`src/hw/rtl/ncpl_pkg.sv`:
```
// ----------------------------------------------------------------------------
// ncpl_pkg: shared types and constants for the nearest center pixel labeler
// Feature widths, register indexes, and small helpers.
// ----------------------------------------------------------------------------
package ncpl_pkg;

	localparam int MAX_CENTERS_DEF = 16;
	localparam int COORD_BITS_DEF  = 12;

	localparam int FEAT_W  = 24;
	localparam int NFEAT   = 5;
	localparam int SCALE_W = 16;
	localparam int SIZE_W  = 13;
	localparam int CFG_W   = 16;
	localparam int CIDX_W  = 4;
	localparam int NUM_W   = 5;
	localparam int DIST_W  = 53;

	localparam logic [2:0] REG_NUM_CENTERS   = 3'd0;
	localparam logic [2:0] REG_COLOR_SCALE   = 3'd1;
	localparam logic [2:0] REG_SPATIAL_SCALE = 3'd2;
	localparam logic [2:0] REG_FRAME_ROWS    = 3'd3;
	localparam logic [2:0] REG_FRAME_COLS    = 3'd4;

	localparam logic CMD_LOAD     = 1'b0;
	localparam logic CMD_CLASSIFY = 1'b1;

	typedef logic [FEAT_W-1:0] feat_t;

	// Control from the sequencer to the divider.
	typedef struct packed {
		logic               start;
		logic [FEAT_W+16:0] dividend;
		logic [SCALE_W-1:0] divisor;
		logic [5:0]         steps;
	} div_req_t;

	typedef struct packed {
		logic               done;
		logic [FEAT_W+16:0] quotient;
	} div_rsp_t;

endpackage

```
`src/hw/rtl/ncpl_divider.sv`:
```
// ----------------------------------------------------------------------------
// ncpl_divider: restoring divider, one quotient bit per cycle
// Computes dividend / divisor over req.steps low bits of the dividend.
// ----------------------------------------------------------------------------
module ncpl_divider (
	input  logic              clk,
	input  logic              arst_n,
	input  ncpl_pkg::div_req_t req,
	output ncpl_pkg::div_rsp_t rsp
);
	import ncpl_pkg::*;

	localparam int DW = FEAT_W + 17;

	logic [DW-1:0]      quo_q;
	logic [SCALE_W:0]   rem_q;
	logic [SCALE_W-1:0] dsr_q;
	logic [5:0]         cnt_q;
	logic               busy_q;
	logic               done_q;
	logic [SCALE_W+1:0] trial;

	assign trial = {rem_q, quo_q[DW-1]} - {2'b00, dsr_q};

	always_ff @(posedge clk or negedge arst_n) begin
		if (!arst_n) begin
			busy_q <= 1'b0;
			done_q <= 1'b0;
			cnt_q  <= '0;
		end else begin
			done_q <= 1'b0;
			if (req.start) begin
				busy_q <= 1'b1;
				cnt_q  <= req.steps;
			end else if (busy_q) begin
				cnt_q <= cnt_q - 6'd1;
				if (cnt_q == 6'd1) begin
					busy_q <= 1'b0;
					done_q <= 1'b1;
				end
			end
		end
	end

	// Dividend is pre-shifted so its top bits enter first.
	always_ff @(posedge clk) begin
		if (req.start) begin
			quo_q <= req.dividend << (6'(DW) - req.steps);
			rem_q <= '0;
			dsr_q <= req.divisor;
		end else if (busy_q) begin
			if (!trial[SCALE_W+1]) begin
				rem_q <= trial[SCALE_W:0];
				quo_q <= {quo_q[DW-2:0], 1'b1};
			end else begin
				rem_q <= {rem_q[SCALE_W-1:0], quo_q[DW-1]};
				quo_q <= {quo_q[DW-2:0], 1'b0};
			end
		end
	end

	assign rsp.done     = done_q;
	assign rsp.quotient = quo_q;

endmodule

```
`config.mk`:
```
export PLATFORM = sky130hd
export DESIGN_NAME = ncpl_divider
export DESIGN_NICKNAME = d
export VERILOG_FILES = /design/src/hw/rtl/ncpl_pkg.sv /design/src/hw/rtl/ncpl_divider.sv
export SDC_FILE = /design/constraint.sdc
export NUM_CORES = 1
export LEC_CHECK = 0
export ABC_AREA = 1
export BUFFER_PORTS_ARGS = -buffer_cell sky130_fd_sc_hd__buf_2
export CORE_ASPECT_RATIO = 1.1
export CORE_UTILIZATION = 50
export CTS_BUF_LIST = sky130_fd_sc_hd__clkbuf_4
export CTS_CLUSTER_SIZE = 28
export DETAILED_ROUTE_END_ITERATION = 8
export PLACE_DENSITY = 0.72
export SLEW_MARGIN = 40
export SYNTH_ARGS = -nofsm -noshare
export SYNTH_HDL_FRONTEND = slang
export SYNTH_SLANG_ARGS = --single-unit
```
`constraint.sdc`:
```
create_clock -name clk -period 2.6 [get_ports clk]
set_clock_uncertainty 0.15 [all_clocks]
set_input_delay 0.13 -clock clk [delete_from_list [all_inputs] [get_ports clk]]
set_output_delay 0.13 -clock clk [all_outputs]
set_load 0.01 [all_outputs]
```
==> impl_metrics.env <==
export IMPL_yosysTopAreaCell="edfxtp_1"
export IMPL_switching_share=0.446
export IMPL_ys_seq_elements=82
export IMPL_drive_above_1_share=0.139
export IMPL_num_vias=7303
export IMPL_cts_num_sinks=82
export IMPL_synthFlopType="edfxtp_1"
export IMPL_pwr_share_comb=0.497
export IMPL_crit_fanout=13
export IMPL_final_cell_mix="nand2_1, nand3_1, inv_1"
export IMPL_post_dp_cell_area_um2=7500
export IMPL_slew_violations=0
export IMPL_antenna_found_initial=1
export IMPL_post_dp_hpwl_um=15100
export IMPL_first_iter_violations=781
export IMPL_crit_path_frequent_cell="nand2_1"
export IMPL_io_buffers=107
export IMPL_synth_area_leaders="edfxtp_1, nand2_1, nand3_1"
export IMPL_fin_tns_setup_ps=0
export IMPL_dieArea_um2=14100
export IMPL_syn_nets=1124
export IMPL_cp_end_kind="flip-flop"
export IMPL_syn_area_per_cell_um2=6.56
export IMPL_worst_slew_pin_slew_ps=570
export IMPL_place_ws_ps=325
export IMPL_fin_nets=1231
export IMPL_cts_buffers=9
export IMPL_cts_clk_slew_worst_paths_ps=130
export IMPL_post_route_cell_area_um2=7870
export IMPL_ir_drop_v=0.000266
export IMPL_fin_crit_ps=2350
export IMPL_crit_family="simple AND/OR/NAND/NOR gates"
export IMPL_layout_commonest_cell="nand2_1"
export IMPL_insertion_delay_ps=480
export IMPL_first_global_vias=6454
export IMPL_leakage_nw=4.06
export IMPL_cp_slowest_stage_delay_ps=380
export IMPL_post_drt_wl_per_cell_um=14.8
export IMPL_grt_overflow_total=0
export IMPL_path_class="flip-flop to flip-flop"
export IMPL_ys_types=42
export IMPL_cts_tree="built"
export IMPL_synth_edf_count=57
export IMPL_drt_total_wl_um=19800
export IMPL_fin_crit_sh=0.904
export IMPL_syn_area_um2=6810
export IMPL_die_w_um=113
export IMPL_cts_path_max_buffers=2
export IMPL_grt_pass1_wl_um=32300
export IMPL_ys_warn_count=0
export IMPL_drv_cap=0
export IMPL_power_total_mw=5.29
export IMPL_p_per_area_nw_per_um2=672
export IMPL_ios=108
export IMPL_start_kind="flip-flop"
export IMPL_hold_viol=0
export IMPL_worst_slack_ps=250
export IMPL_fin_util=0.593
export IMPL_p_switching_mw=2.36
export IMPL_dr_pass1_iters=5
export IMPL_synth_top_area_share=0.251
export IMPL_setup_viol=0
export IMPL_async_reset_ff_frac=0.0976
export IMPL_global_route_usage_total=0.289
export IMPL_path_buf_inv=1
export IMPL_rsz0062_at_grt="no"
export IMPL_cts_root_buf="clkbuf_4"
export IMPL_area_delta_synth_final_pct=15.6
export IMPL_power_share_clock=0.147
export IMPL_postCtsSetupBuffers=0
export IMPL_crit_chain="ha_1 -> nand2_1 -> inv_1 -> nand2_1 -> nand3_1 -> a21oi_1 -> nand2_1 -> nand2_2 -> nand2_2 -> nand2_1 -> nand3_1 -> nand2_1"
export IMPL_worstPathArrival_ps=2630
export IMPL_coreArea_um2=13300
export IMPL_grt_max_degree=46
export IMPL_power_frac_seq=0.356
export IMPL_slew_headroom=0.620
export IMPL_ant_nets=0
export IMPL_vias_per_cell=5.47
export IMPL_hold_class="input pin to flip-flop"
export IMPL_fin_cells=1336
export IMPL_gp_congestion=0.930
export IMPL_dp_cells=1296
export IMPL_max_freq_mhz=426
export IMPL_intPower_mw=2.93
export IMPL_start_util=0.513
export IMPL_dieHeight_um=124
export IMPL_whs_ps=22.3
export IMPL_outcome="finished, final reports clean"
export IMPL_num_rows=44
export IMPL_worstPathRequired_ps=2880
export IMPL_reg2reg_slack_ps=250
export IMPL_crit_slowest_cell="ha_1"
export IMPL_drc=0
export IMPL_synth_cells=1038
export IMPL_synth_seq_area_share=0.331
export IMPL_fill_cells=1316
export IMPL_h_tree_depth=3
[flip-flops by register name (all words and copies together), names as in the netlist]
register,count
quo_q,41
dsr_q,16
cnt_q,6
rem_q,17
busy_q,1
done_q,1
[worst reg2reg max path: cells and delay by family, from the launching register on]
family / cells / cell delay, ps
adder cells (fa/ha/maj): 1 / 380
AND/OR/NAND/NOR: 9 / 1080
buffers and inverters: 1 / 50
AO/OA/AOI/OAI: 1 / 280
flip-flops: 1 / 370
[path summary, 6_finish.rpt]
check                               start  depth (start not counted)         to
worst max-delay path            rem_q[11]                         12  rem_q[14]
worst min-delay path              req[63]                          3  quo_q[39]
worst max register to register  rem_q[11]                         12  rem_q[14]
worst min register to register   rem_q[5]                          2   rem_q[5]
max in group asynchronous          arst_n                          3   cnt_q[1]
min in group asynchronous          arst_n                          3   cnt_q[0]
[kinds of logic (layout without fill, tap and decap cells)]
group,count (synthesis),after routing,synth area share
simple gates,662,662,0.421
buf+inv,168,280,0.104
fa+ha+maj,20,20,0.0379
xor+xnor,13,13,0.0206
other cells,0,2,0
flops,82,82,0.331
compound gates,93,93,0.0855
[metal layers]
metal  vias to the layer above  share of wire  track usage
met1                      3322           0.48        0.437
met4                         0          0.017       0.0906
met3                        26          0.082       0.0530
li1                       3642              -            -
met2                       313           0.42        0.413
met5                         -              0            0
[final cells by class]
type	instances	area (µm²)	share of cell area
clock inverters	7	68.8	0.00875
diodes	2	5.00	0.000636
multi-input cells	788	3850	0.490
inverters	115	432	0.0549
clock buffers	9	67.6	0.00859
well taps	184	230	0.0293
repair buffers	149	956	0.122
flip-flops and latches	82	2250	0.286
[cells in the mapped netlist (2+ instances only)]
library cell and instances:
o21ai_4 2, nand2_1 361, nand3_1 239, o21ai_0 31, buf_2 16, o21bai_1 2
xor2_1 6, a22oi_1 7, nand2_2 3, o211ai_1 15, and2_1 9, ha_1 19
a21oi_1 21, dfxtp_1 17, buf_6 4, nor2_1 35, nand4_1 5, clkbuf_1 22
buf_4 7, buf_1 4, nor3_1 3, inv_2 4, xnor2_1 5, inv_1 111
edfxtp_1 57, o221ai_1 2, dfrtp_1 8, nor2_4 2, o21ai_1 8
[what timing repair did]
item / in CTS / in global routing
hold endpoints to repair: 28 / 0
gates resized for setup: 0 / 0
hold buffers: 22 / 0
[power by group through the flow]
stage,registers (mW),clock network (mW),logic [mW]
after global routing,1.90,0.828,2.96
after detailed placement,1.90,0,2.56
after global placement,1.90,0,2.54
after CTS,1.87,0.783,2.59
after floorplan,1.91,0,1.84
final,1.88,0.779,2.63
(Power assumes the default switching activity.)
